<file path="src/hdl/jsu_pkg.sv">
// Types, character codes and decode functions for the JSON string unescape core.
package jsu_pkg;

   localparam int HOLD_DEPTH = 12;
   localparam int HOLD_IDX_W = 4;

   typedef struct packed {
      logic [7:0] text_byte;
      logic       buffer_last;
   } req_type;

   typedef struct packed {
      logic [7:0] out_byte;
      logic       byte_valid;
      logic       string_end;
      logic [1:0] end_reason;
      logic       run_last;
   } rsp_type;

   typedef enum logic [0:0] {
      SCAN_SEEK,
      SCAN_STRING
   } scan_type;

   localparam logic [1:0] END_QUOTE    = 2'd0;
   localparam logic [1:0] END_BUFFER   = 2'd1;
   localparam logic [1:0] END_NO_QUOTE = 2'd2;

   localparam logic [7:0] CH_QUOTE  = 8'h22;
   localparam logic [7:0] CH_BSLASH = 8'h5C;
   localparam logic [7:0] CH_SLASH  = 8'h2F;
   localparam logic [7:0] CH_SPACE  = 8'h20;
   localparam logic [7:0] CH_TAB    = 8'h09;
   localparam logic [7:0] CH_LF     = 8'h0A;
   localparam logic [7:0] CH_CR     = 8'h0D;
   localparam logic [7:0] CH_FF     = 8'h0C;
   localparam logic [7:0] CH_BS     = 8'h08;
   localparam logic [7:0] CH_LOW_U  = 8'h75;
   localparam logic [7:0] CH_LOW_B  = 8'h62;
   localparam logic [7:0] CH_LOW_F  = 8'h66;
   localparam logic [7:0] CH_LOW_N  = 8'h6E;
   localparam logic [7:0] CH_LOW_T  = 8'h74;
   localparam logic [7:0] CH_LOW_R  = 8'h72;

   localparam logic [20:0] CP_REPLACE = 21'h00FFFD;
   localparam logic [20:0] CP_SUPPL   = 21'h010000;
   localparam logic [15:0] HI_FIRST   = 16'hD800;
   localparam logic [15:0] HI_LAST    = 16'hDBFF;
   localparam logic [15:0] LO_FIRST   = 16'hDC00;
   localparam logic [15:0] LO_LAST    = 16'hDFFF;

   // Byte 0 is the oldest held byte.
   typedef logic [HOLD_DEPTH-1:0][7:0] hold_type;

   typedef struct packed {
      logic        bad;
      logic        short_grp;
      logic [15:0] value;
   } grp_type;

   typedef struct packed {
      logic                  need_more;
      logic                  quote;
      logic                  silent;
      logic                  raw;
      logic [20:0]           cp;
      logic [HOLD_IDX_W-1:0] drop;
   } tok_type;

   function automatic logic is_hex(logic [7:0] c);
      return (c >= 8'h30 && c <= 8'h39) || (c >= 8'h61 && c <= 8'h66) ||
             (c >= 8'h41 && c <= 8'h46);
   endfunction

   function automatic logic [3:0] hex_val(logic [7:0] c);
      return (c <= 8'h39) ? c[3:0] : 4'(c[3:0] + 4'd9);
   endfunction

   function automatic logic is_space(logic [7:0] c);
      return c == CH_SPACE || c == CH_TAB || c == CH_LF || c == CH_CR;
   endfunction

   // Four hex digits starting at a fixed place; only held bytes count.
   function automatic grp_type hex_group(hold_type h, int unsigned start,
                                         logic [HOLD_IDX_W-1:0] len);
      grp_type g;
      logic    present;
      g = '0;
      for (int unsigned i = 0; i < 4; i++) begin
         present = len > HOLD_IDX_W'(start + i);
         if (present && !is_hex(h[HOLD_IDX_W'(start + i)])) g.bad = 1'b1;
         if (!present) g.short_grp = 1'b1;
         g.value = {g.value[11:0], hex_val(h[HOLD_IDX_W'(start + i)])};
      end
      if (g.bad) g.short_grp = 1'b0;
      return g;
   endfunction

   // Decide the token at the head of the held bytes.
   function automatic tok_type tok_decide(hold_type h, logic [HOLD_IDX_W-1:0] len,
                                          logic at_end);
      tok_type     t;
      grp_type     g1;
      grp_type     g2;
      logic        bad;
      logic        complete;
      t  = '0;
      g1 = hex_group(h, 2, len);
      g2 = hex_group(h, 8, len);
      bad = (len > HOLD_IDX_W'(6) && h[6] != CH_BSLASH) ||
            (len > HOLD_IDX_W'(7) && h[7] != CH_LOW_U) || g2.bad;
      complete = len == HOLD_IDX_W'(HOLD_DEPTH);
      if (h[0] == CH_QUOTE) begin
         t.quote = 1'b1;
      end else if (h[0] != CH_BSLASH) begin
         t.raw  = 1'b1;
         t.cp   = {13'd0, h[0]};
         t.drop = HOLD_IDX_W'(1);
      end else if (len < HOLD_IDX_W'(2)) begin
         // lone backslash: drop it at buffer end, else wait for the next byte
         if (at_end) begin
            t.silent = 1'b1;
            t.drop   = HOLD_IDX_W'(1);
         end else begin
            t.need_more = 1'b1;
         end
      end else if (h[1] != CH_LOW_U) begin
         t.raw  = 1'b1;
         t.drop = HOLD_IDX_W'(2);
         case (h[1])
            CH_LOW_B: t.cp = {13'd0, CH_BS};
            CH_LOW_F: t.cp = {13'd0, CH_FF};
            CH_LOW_N: t.cp = {13'd0, CH_LF};
            CH_LOW_T: t.cp = {13'd0, CH_TAB};
            CH_LOW_R: t.cp = {13'd0, CH_CR};
            default:  t.cp = {13'd0, h[1]};
         endcase
      end else if (g1.short_grp && !at_end) begin
         t.need_more = 1'b1;
      end else if (g1.bad || g1.short_grp) begin
         t.cp   = CP_REPLACE;
         t.drop = HOLD_IDX_W'(2);
      end else if (g1.value >= HI_FIRST && g1.value <= HI_LAST) begin
         if (!bad && !complete && !at_end) begin
            t.need_more = 1'b1;
         end else if (!bad && complete && g2.value >= LO_FIRST && g2.value <= LO_LAST) begin
            t.cp   = CP_SUPPL + {1'b0, g1.value[9:0], g2.value[9:0]};
            t.drop = HOLD_IDX_W'(12);
         end else begin
            t.cp   = CP_REPLACE;
            t.drop = HOLD_IDX_W'(6);
         end
      end else if (g1.value >= LO_FIRST && g1.value <= LO_LAST) begin
         t.cp   = CP_REPLACE;
         t.drop = HOLD_IDX_W'(6);
      end else begin
         t.cp   = {5'd0, g1.value};
         t.drop = HOLD_IDX_W'(6);
      end
      return t;
   endfunction

   function automatic hold_type hold_shift(hold_type h, logic [HOLD_IDX_W-1:0] n);
      return h >> {n, 3'b000};
   endfunction

   // Index of the last UTF-8 byte for a code point.
   function automatic logic [1:0] utf8_last(logic [20:0] cp);
      if (cp <= 21'h7F) return 2'd0;
      if (cp <= 21'h7FF) return 2'd1;
      if (cp <= 21'hFFFF) return 2'd2;
      return 2'd3;
   endfunction

   function automatic logic [7:0] utf8_byte(logic [20:0] cp, logic [1:0] idx);
      logic [7:0] b;
      b = cp[7:0];
      case (utf8_last(cp))
         2'd1: b = (idx == 2'd0) ? {3'b110, cp[10:6]} : {2'b10, cp[5:0]};
         2'd2: begin
            case (idx)
               2'd0:    b = {4'b1110, cp[15:12]};
               2'd1:    b = {2'b10, cp[11:6]};
               default: b = {2'b10, cp[5:0]};
            endcase
         end
         2'd3: begin
            case (idx)
               2'd0:    b = {5'b11110, cp[20:18]};
               2'd1:    b = {2'b10, cp[17:12]};
               2'd2:    b = {2'b10, cp[11:6]};
               default: b = {2'b10, cp[5:0]};
            endcase
         end
         default: b = cp[7:0];
      endcase
      return b;
   endfunction

endpackage

</file>
<file path="src/hdl/json_string_unescape_utf8_core.sv">
// JSON string value decoder: text bytes in, unescaped UTF-8 bytes and end marks out.
//
//   channel  direction  handshake               payload
//   req      in         req_valid / req_ready   req_data : req_type (text_byte, buffer_last)
//   rsp      out        rsp_valid / rsp_ready   rsp_data : rsp_type (one result per transfer)
//
// One result leaves the decode stage per cycle while the skid is empty; a \u escape
// yields one result per UTF-8 byte (up to four); bytes after a failed escape are rescanned.
// The next request is taken in the cycle that produces the last result of the current one.
// Reset (synchronous) returns to seeking the opening quote with empty hold and output stages.
// A low rsp_ready fills the two-entry output stage, stalling decode; req_ready drops if busy.
module json_string_unescape_utf8_core
   import jsu_pkg::*;
(
   input  logic    clock,
   input  logic    reset,
   input  logic    req_valid,
   output logic    req_ready,
   input  req_type req_data,
   output logic    rsp_valid,
   input  logic    rsp_ready,
   output rsp_type rsp_data
);

   scan_type              mode_ff, mode_in;
   hold_type              hold_ff, hold_in, hold_work;
   logic [HOLD_IDX_W-1:0] count_ff, count_in, count_work;
   logic                  busy_ff, busy_in;
   logic                  at_end_ff, at_end_in;
   logic [1:0]            idx_ff, idx_in;
   logic                  rsp_valid_ff, rsp_valid_in;
   rsp_type               rsp_ff, rsp_in;
   logic                  skid_valid_ff, skid_valid_in;
   rsp_type               skid_ff, skid_in;

   tok_type               tok, rem_tok;
   hold_type              rem_hold;
   logic [HOLD_IDX_W-1:0] rem_len;
   logic                  rem_idle;
   logic                  go, done, final_byte, accept, push;
   rsp_type               push_data;
   logic [1:0]            last_idx;

   assign tok      = tok_decide(hold_ff, count_ff, at_end_ff);
   assign rem_hold = hold_shift(hold_ff, tok.drop);
   assign rem_len  = count_ff - tok.drop;
   assign rem_tok  = tok_decide(rem_hold, rem_len, 1'b0);
   // what is left after this token yields nothing until more text arrives
   assign rem_idle = (rem_len == '0) || rem_tok.need_more;
   assign last_idx = tok.raw ? 2'd0 : utf8_last(tok.cp);

   assign go        = busy_ff && !skid_valid_ff;
   assign req_ready = !busy_ff || done;
   assign accept    = req_valid && req_ready;

   always_comb begin
      mode_in    = mode_ff;
      hold_work  = hold_ff;
      count_work = count_ff;
      idx_in     = idx_ff;
      done       = 1'b0;
      push       = 1'b0;
      push_data  = '0;
      final_byte = tok.silent || (idx_ff == last_idx);
      if (go) begin
         unique case (mode_ff)
            SCAN_SEEK: begin
               count_work = '0;
               done       = 1'b1;
               if (is_space(hold_ff[0])) begin
                  if (at_end_ff) begin
                     push                 = 1'b1;
                     push_data.string_end = 1'b1;
                     push_data.end_reason = END_NO_QUOTE;
                  end
               end else if (hold_ff[0] == CH_QUOTE) begin
                  if (at_end_ff) begin
                     push                 = 1'b1;
                     push_data.string_end = 1'b1;
                     push_data.end_reason = END_BUFFER;
                  end else begin
                     mode_in = SCAN_STRING;
                  end
               end else begin
                  push                 = 1'b1;
                  push_data.string_end = 1'b1;
                  push_data.end_reason = END_NO_QUOTE;
               end
            end
            SCAN_STRING: begin
               if (count_ff == '0) begin
                  // hold drained at buffer end
                  push                 = 1'b1;
                  push_data.string_end = 1'b1;
                  push_data.end_reason = END_BUFFER;
                  mode_in              = SCAN_SEEK;
                  done                 = 1'b1;
               end else if (tok.quote) begin
                  push                 = 1'b1;
                  push_data.string_end = 1'b1;
                  push_data.end_reason = END_QUOTE;
                  mode_in              = SCAN_SEEK;
                  count_work           = '0;
                  done                 = 1'b1;
               end else if (tok.need_more) begin
                  done = 1'b1;
               end else begin
                  if (!tok.silent) begin
                     push                 = 1'b1;
                     push_data.byte_valid = 1'b1;
                     push_data.out_byte   = tok.raw ? tok.cp[7:0] : utf8_byte(tok.cp, idx_ff);
                  end
                  if (final_byte) begin
                     hold_work  = rem_hold;
                     count_work = rem_len;
                     idx_in     = 2'd0;
                     done       = !at_end_ff && rem_idle;
                  end else begin
                     idx_in = idx_ff + 2'd1;
                  end
               end
            end
            default: begin
               mode_in = SCAN_SEEK;
            end
         endcase
      end
      push_data.run_last = done;
   end

   always_comb begin
      hold_in   = hold_work;
      count_in  = count_work;
      at_end_in = at_end_ff;
      busy_in   = busy_ff;
      if (done) busy_in = 1'b0;
      if (accept) begin
         busy_in   = 1'b1;
         at_end_in = req_data.buffer_last;
         if (count_work < HOLD_IDX_W'(HOLD_DEPTH)) begin
            hold_in[count_work] = req_data.text_byte;
            count_in            = count_work + HOLD_IDX_W'(1);
         end
      end
   end

   // two-entry output stage: head register plus skid register
   always_comb begin
      rsp_valid_in  = rsp_valid_ff;
      rsp_in        = rsp_ff;
      skid_valid_in = skid_valid_ff;
      skid_in       = skid_ff;
      if (rsp_valid_ff && rsp_ready) rsp_valid_in = 1'b0;
      if (!rsp_valid_in && skid_valid_in) begin
         rsp_in        = skid_ff;
         rsp_valid_in  = 1'b1;
         skid_valid_in = 1'b0;
      end
      if (push) begin
         if (!rsp_valid_in) begin
            rsp_in       = push_data;
            rsp_valid_in = 1'b1;
         end else begin
            skid_in       = push_data;
            skid_valid_in = 1'b1;
         end
      end
   end

   always_ff @(posedge clock) begin
      if (reset) begin
         mode_ff       <= SCAN_SEEK;
         count_ff      <= '0;
         busy_ff       <= 1'b0;
         at_end_ff     <= 1'b0;
         idx_ff        <= 2'd0;
         rsp_valid_ff  <= 1'b0;
         skid_valid_ff <= 1'b0;
      end else begin
         mode_ff       <= mode_in;
         count_ff      <= count_in;
         busy_ff       <= busy_in;
         at_end_ff     <= at_end_in;
         idx_ff        <= idx_in;
         rsp_valid_ff  <= rsp_valid_in;
         skid_valid_ff <= skid_valid_in;
      end
   end

   always_ff @(posedge clock) begin
      hold_ff <= hold_in;
      rsp_ff  <= rsp_in;
      skid_ff <= skid_in;
   end

   assign rsp_valid = rsp_valid_ff;
   assign rsp_data  = rsp_ff;

endmodule
</file>
<file path="config.mk">
export PLATFORM = sky130hd
export DESIGN_NAME = json_string_unescape_utf8_core
export DESIGN_NICKNAME = d
export VERILOG_FILES = /design/src/hdl/jsu_pkg.sv /design/src/hdl/json_string_unescape_utf8_core.sv
export SDC_FILE = /design/constraint.sdc
export NUM_CORES = 1
export LEC_CHECK = 0
export BUFFER_PORTS_ARGS = -buffer_cell sky130_fd_sc_hd__clkbuf_2
export CELL_PAD_IN_SITES_DETAIL_PLACEMENT = 1
export CELL_PAD_IN_SITES_GLOBAL_PLACEMENT = 2
export CORE_ASPECT_RATIO = 1.2
export CORE_MARGIN = 2
export CORE_UTILIZATION = 39
export CTS_BUF_LIST = sky130_fd_sc_hd__clkbuf_4 sky130_fd_sc_hd__clkbuf_8
export CTS_CLUSTER_SIZE = 16
export DETAILED_ROUTE_END_ITERATION = 8
export MAX_ROUTING_LAYER = met4
export PLACE_DENSITY_LB_ADDON = 0.2
export SLEW_MARGIN = 40
export SYNTH_ARGS = -nofsm -noshare
export SYNTH_HDL_FRONTEND = slang
export SYNTH_SLANG_ARGS = --single-unit
</file>
<file path="constraint.sdc">
create_clock -name clock -period 8.5 [get_ports clock]
set_input_delay 0.425 -clock clock [delete_from_list [all_inputs] [get_ports clock]]
set_output_delay 0.425 -clock clock [all_outputs]
set_load 0.03 [all_outputs]
</file>
==> run_results.csv, run 1 <==
group,metric,value,unit
sta,fmax,128,MHz
worst_setup_path,r2r_start,"hold_ff[67]",
grt,grt_overflow,0,
synth,synth_cell_types,95,
place,place_ws,1.25,ns
synth,synthesis.area,0.0142,mm2
floorplanning,boundaryPins,28,
place,gp_congestion,1.07,
pwr,p_leak,6.44,nW
worst_setup_path,cp-start-kind,"flip-flop",
synth,synthTopCellsByCount,"227 x nand2_1, 171 x nor2_1, 170 x a21oi_1",
worst_setup_path,r2r-end,"hold_ff[87]",
finish,final_core_util,0.428,
detailed_routing,wl_per_cell,32.9,um
cts,postCtsSetupRepairBufs,0,
cts,clkLatencyLatePin,0.54,ns
sta,setup_viol_count_final,0,
synth,netlist.area_leader.share,0.169,
floorplanning,start_util,0.395,
detailed_routing,dr.pass1.iters,5,
synth,synth-main-ff-cell,"dfxtp_1",
worst_setup_path,rr_worst_depth,19,
place,post-dp-hpwl,60800,um
sta,fin_crit_sh,0.920,
hold_path,hp-class,"in2reg",
cts,clock_sinks,133,
run,maxCapViolations,0,
detailed_routing,ant_nets,0,
floorplanning,dieArea,0.0379,mm2
finish,drive_gt1_frac,0.129,
cts,h-tree-depth,4,
worst_setup_path,worstSetupPathType,"reg2out",
hold_path,hold_depth,3,
worst_setup_path,arrival,7.40,ns
sta,final.min_clock_period,7.82,ns
detailed_routing,wl,78800,um
grt,grt_max_degree,67,
sta,fin_skew,0.0339,ns
sta,tns,0,ns
cts,cts_tree,"built",
detailed_routing,drt_iter0_markers,1700,
synth,ys_ff_latch,133,
cts,ctsLongestPathBuffers,2,
floorplanning,core_area,0.0358,mm2
pwr,ir_drop,0.223,mV
synth,synth_area_leaders,"dfxtp_1 17%, mux2i_1 11%, nand2_1 6.0%, a21oi_1 6.0%, nor2_1 4.5%",
detailed_routing,vias,16227,
status,status,"completed",
worst_setup_path,crit_fanout,13,
worst_setup_path,required,8.08,ns
cts,root_buffer,"clkbuf_8",
grt,grt.total_usage,0.429,
synth,yosysTopAreaCell,"dfxtp_1",
grt,grt_pass1_wl,113000,um
synth,ys_seq_area_frac,0.197,
floorplanning,rows,76,
place,portBuffers,27,
floorplanning,die_y,213,um
sta,rsz0062_at_grt,"no",
sta,relSlewSlack,0.330,
cts,cts_buffers,17,
worst_setup_path,cp_cell_sequence,"or3b_2, nor4b_1, o21ai_1, o21ai_0, and4_1, buf_4, a21boi_4, fa_1, and2_1, a2111oi_2, a31oi_1, o21ai_0, nand4_1, a2111oi_4, a311oi_4, nor2_8, clkbuf_2",
worst_setup_path,cp-end-kind,"primary output",
worst_setup_path,slowest_stage,"nor4b_1",
sta,hold_violations,0,
synth,synth_nets,1985,
pwr,power_density,320,mW/mm2
synth,syn_inst,1924,
finish,fin_nets,1970,
worst_setup_path,cpMostUsedCell,"o21ai_0",
synth,synthArstFlopShare,0,
finish,area_growth,8.30,%
hold_path,hold-path-endpoint,"at_end_ff",
cts,cts_resized,0,
detailed_routing,remaining_drc_errors,0,
sta,fin_ws,0.677,ns
synth,syn_area_per_cell,7.37,um2
hold_path,worstHoldStart,"req_data[0]",
cts,holdBufCountCts,0,
synth,yosysWarnings,0,
grt,first_global_vias,16261,
sta,final-max-slew-violation-count,0,
grt,antenna_found_initial,1,
worst_setup_path,slowest_delay,0.83,ns
detailed_routing,via_per_inst,6.78,
cts,clk_pin_slew,0.10,ns
synth,synth_most_common_cell,"nand2_1",
sta,worstMarginPinSlew,0.992,ns
floorplanning,die_w,178,um
synth,synth-edff-count,13,
worst_setup_path,r2r_setup_slack,0.86,ns
state kept, by name, indices dropped and copies added, names as in the netlist:
register and cells:
busy_ff 1, count_ff 4, at_end_ff 1, rsp_valid 1, rsp_data 13, hold_ff 96
skid_ff 13, idx_ff 2, mode_ff 1, skid_valid_ff 1
metrics by stage:
stage                     power, mW  instance area [um2]  std cells  hold slack [ns]
after floorplan                3.02                14200       1924            0.497
after global placement         4.19                14900       2358            0.521
after detailed placement       4.25                15000       2358            0.533
after CTS                      4.81                15300       2390            0.104
after global routing           5.13                15300       2391            0.149
final                          4.92                15400       2392            0.135
logic make-up after synthesis:
kind of cell / synth area share
mux: 0.162
compound gates: 0.267
simple gates: 0.256
fa+ha+maj: 0.0429
xor+xnor: 0.0167
flops: 0.197
buf+inv: 0.0591
cells in the final DEF (no fill, tap or decap), types with 16 or more instances in the layout:
cell      instances
clkbuf_2         27
nor3_1           69
or2_2            16
nand2b_1         20
a21oi_1         167
ha_1             47
inv_1            55
a31oi_1          35
nor2_1          170
dfxtp_1         120
o21ai_0         121
clkbuf_8         17
a211oi_1         24
nand2_1         225
nor4_1           16
nand3_1          59
mux2i_1         162
and3_1           19
o21a_1           17
o31ai_1          28
o211ai_1         28
xnor2_1          21
mux2_2           48
buf_4            75
report_power, final:
group	internal [mW]	switching [mW]
clock network	0.213	0.342
logic	1.04	1.83
registers	0.868	0.624
total	2.12	2.80
worst max-delay path by stage:
stage | slack, ns | end | start | cells past startpoint
after floorplan | 1.65 | hold_ff[37] | hold_ff[16] | 31
after global placement | 0.78 | hold_ff[48] | hold_ff[64] | 20
after detailed placement | 1.25 | hold_ff[48] | hold_ff[67] | 18
after CTS | 0.96 | req_ready | hold_ff[67] | 17
after global routing | 0.47 | req_ready | hold_ff[67] | 20
final | 0.68 | req_ready | hold_ff[67] | 17
cell type report:
type	instances	area, um2
multi-input cells	1591	10600
inverters	62	238
diodes	2	5.00
flip-flops and latches	133	2790
repair buffers	104	738
well taps	468	586
clock inverters	15	140
fillers	4495	20500
clock buffers	17	234
routing by layer:
metal / vias up / global-route usage / share of wire
met2: 794 / 0.670 / 0.45
met4: 0 / 0.357 / 0.098
li1: 7092 / - / -
met3: 329 / 0.0588 / 0.064
met1: 8012 / 0.486 / 0.38
met5: - / - / 0
critical path: cells and delay by family, from the launching register on:
family	cells	cell delay (ns)
compound gates	8	2.78
fa+ha+maj	1	0.62
flops	1	0.50
simple gates	6	2.45
buf+inv	2	0.48
No activity file was read; power rests on OpenSTA's default activity.
==> run 2, diff against run 1 <==
--- a/config.mk
+++ b/config.mk
@@ -10,7 +10,7 @@
 export CELL_PAD_IN_SITES_GLOBAL_PLACEMENT = 2
 export CORE_ASPECT_RATIO = 1.2
 export CORE_MARGIN = 2
-export CORE_UTILIZATION = 39
+export CORE_UTILIZATION = 35
 export CTS_BUF_LIST = sky130_fd_sc_hd__clkbuf_4 sky130_fd_sc_hd__clkbuf_8
 export CTS_CLUSTER_SIZE = 16
 export DETAILED_ROUTE_END_ITERATION = 8
==> constraint.sdc (replaced) <==
create_clock -name clock -period 7.15 [get_ports clock]
set_input_delay 0.3575 -clock clock [delete_from_list [all_inputs] [get_ports clock]]
set_output_delay 0.3575 -clock clock [all_outputs]
set_load 0.03 [all_outputs]
==> run_results.csv, run 2 (synthesis results as in run 1) <==
group,metric,value,unit
floorplanning,core_area,0.0398,mm2
sta,final.min_clock_period,6.97,ns
cts,postCtsSetupRepairBufs,0,
finish,fin_nets,2023,
sta,setup_viol_count_final,0,
detailed_routing,drt_iter0_markers,1596,
status,status,"completed",
floorplanning,die_w,188,um
place,place_ws,0.231,ns
detailed_routing,top_layer,"met4",
sta,fin_hold_ws,0.0548,ns
grt,antenna_found_initial,1,
pwr,seqPwrFrac,0.263,
grt,grt_pass1_wl,116000,um
detailed_routing,remaining_drc_errors,0,
detailed_routing,wl_per_cell,32.1,um
worst_setup_path,cp-start-kind,"flip-flop",
worst_setup_path,crit_fanout,37,
sta,fmax,144,MHz
finish,drive_gt1_frac,0.158,
detailed_routing,dr_wl_met3,5020,um
pwr,ir_drop,0.189,mV
sta,final-max-slew-violation-count,0,
floorplanning,boundaryPins,28,
place,portBuffers,27,
worst_setup_path,cp-end-kind,"primary output",
grt,grt_overflow,0,
pwr,switching_share,0.554,
grt,grt_max_degree,95,
detailed_routing,vias,16437,
cts,root_buffer,"clkbuf_8",
floorplanning,rows,80,
finish,n_antenna_cell,0,
hold_path,hp-class,"in2reg",
detailed_routing,via_per_inst,6.55,
worst_setup_path,worstSetupPathType,"reg2out",
worst_setup_path,arrival,6.61,ns
detailed_routing,met1_length,32300,um
finish,layout_common_cells,"225 x nand2_1, 170 x nor2_1, 169 x a21oi_1",
pwr,fin_total_pwr,6.25,mW
sta,worstMarginPinSlew,0.941,ns
detailed_routing,wl_met2,35800,um
cts,clk_pin_slew,0.09,ns
finish,largest_register_ffs,96,
grt,grt.total_usage,0.389,
pwr,power_frac_comb,0.607,
pwr,clkPwrFrac,0.130,
cts,cts_buffers,17,
pwr,p_leak,6.76,nW
sta,tns,0,ns
detailed_routing,wl,80600,um
finish,final_common_cell,"nand2_1",
floorplanning,die_y,224,um
sta,hold_violations,0,
place,place_inst,2476,
finish,final_core_util,0.402,
pwr,power_density,390,mW/mm2
sta,relSlewSlack,0.373,
finish,area_growth,13.0,%
floorplanning,start_util,0.356,
place,post-dp-hpwl,62700,um
place,place_area,0.0155,mm2
sta,fin_crit_sh,0.975,
finish,design_area,0.0160,mm2
grt,first_global_vias,16281,
detailed_routing,dr.pass1.iters,7,
cts,ctsLongestPathBuffers,2,
cts,h-tree-depth,4,
cts,clkLatencyLatePin,0.55,ns
finish,top_register,"hold_ff",
cts,cts_tree,"built",
run,maxCapViolations,0,
cts,clock_sinks,133,
place,gp_congestion,1.06,
sta,fin_ws,0.181,ns
pwr,cellInternalPower,2.79,mW
sta,fin_skew,0.0211,ns
worst_setup_path,required,6.79,ns
pwr,p_sw,3.46,mW
detailed_routing,ant_nets,0,
finish,fin_cells,2508,
floorplanning,dieArea,0.0421,mm2
-- run 2: cell count changes in the layout (fill, tap and decap cells not counted), moves of 3 or more --
cell and change:
buf_12 +5, buf_4 +45, buf_6 +3, bufinv_16 +5, clkinv_2 +3, dfxtp_1 -3, dfxtp_2 +3, inv_8 -3
-- run 2: path summary, 6_finish.rpt --
check / start / endpoint / slack [ns] / cells past startpoint
setup reg to reg: count_ff[2] / hold_ff[10] / 0.68 / 26
hold reg to reg: rsp_valid / skid_valid_ff / 0.53 / 2
setup / recovery: hold_ff[88] / req_ready / 0.18 / 24
hold / removal: req_data[0] / at_end_ff / 0.05 / 3
-- run 2: what timing repair did --
action / in CTS / in global routing
hold endpoints to repair: 0 / 0
hold buffers: 0 / 0
resized for setup: 5 / 11
pin swaps: 0 / 0
endpoints found under the setup margin: 1 / 1
-- run 2: power groups by stage --
stage               logic, mW  registers, mW  clock network, mW
floorplan                2.28           1.31                  0
global placement         3.58           1.62                  0
detailed placement       3.64           1.63                  0
CTS                      3.67           1.62              0.817
global route             4.00           1.67              0.844
finish                   3.79           1.64              0.813
-- run 2: critical path, cell delays in order, from the launching register on --
cell and delay [ns]:
dfxtp_1 0.42, inv_1 0.19, ha_1 0.20, or3b_2 0.43, and4_1 0.20, nor3_1 0.46
nor2_1 0.21, buf_4 0.22, nand3_1 0.27, o21a_1 0.24, buf_4 0.52, o221ai_1 0.23
o21ai_1 0.28, ha_1 0.26, nor2b_1 0.13, o21ai_0 0.09, o41a_1 0.14, a22oi_2 0.39
a2111oi_4 0.06, buf_4 0.17, a311oi_4 0.37, nor2_8 0.07, buf_4 0.17, buf_4 0.15
clkbuf_2 0.18
-- run 2: layer usage --
metal / up-vias / track usage
met5: - / -
met4: 0 / 0.310
met3: 275 / 0.0482
met2: 752 / 0.599
met1: 8192 / 0.461
li1: 7218 / -
-- run 2: final cells by class --
class                      instances  area (um2)
fill                            4998       23800
multi-input combinational       1591       10600
sequential                       133        2800
timing repair buffer             157        1210
tap                              533         667
clock buffer                      18         241
inverter                          62         239
clock inverter                    14         223
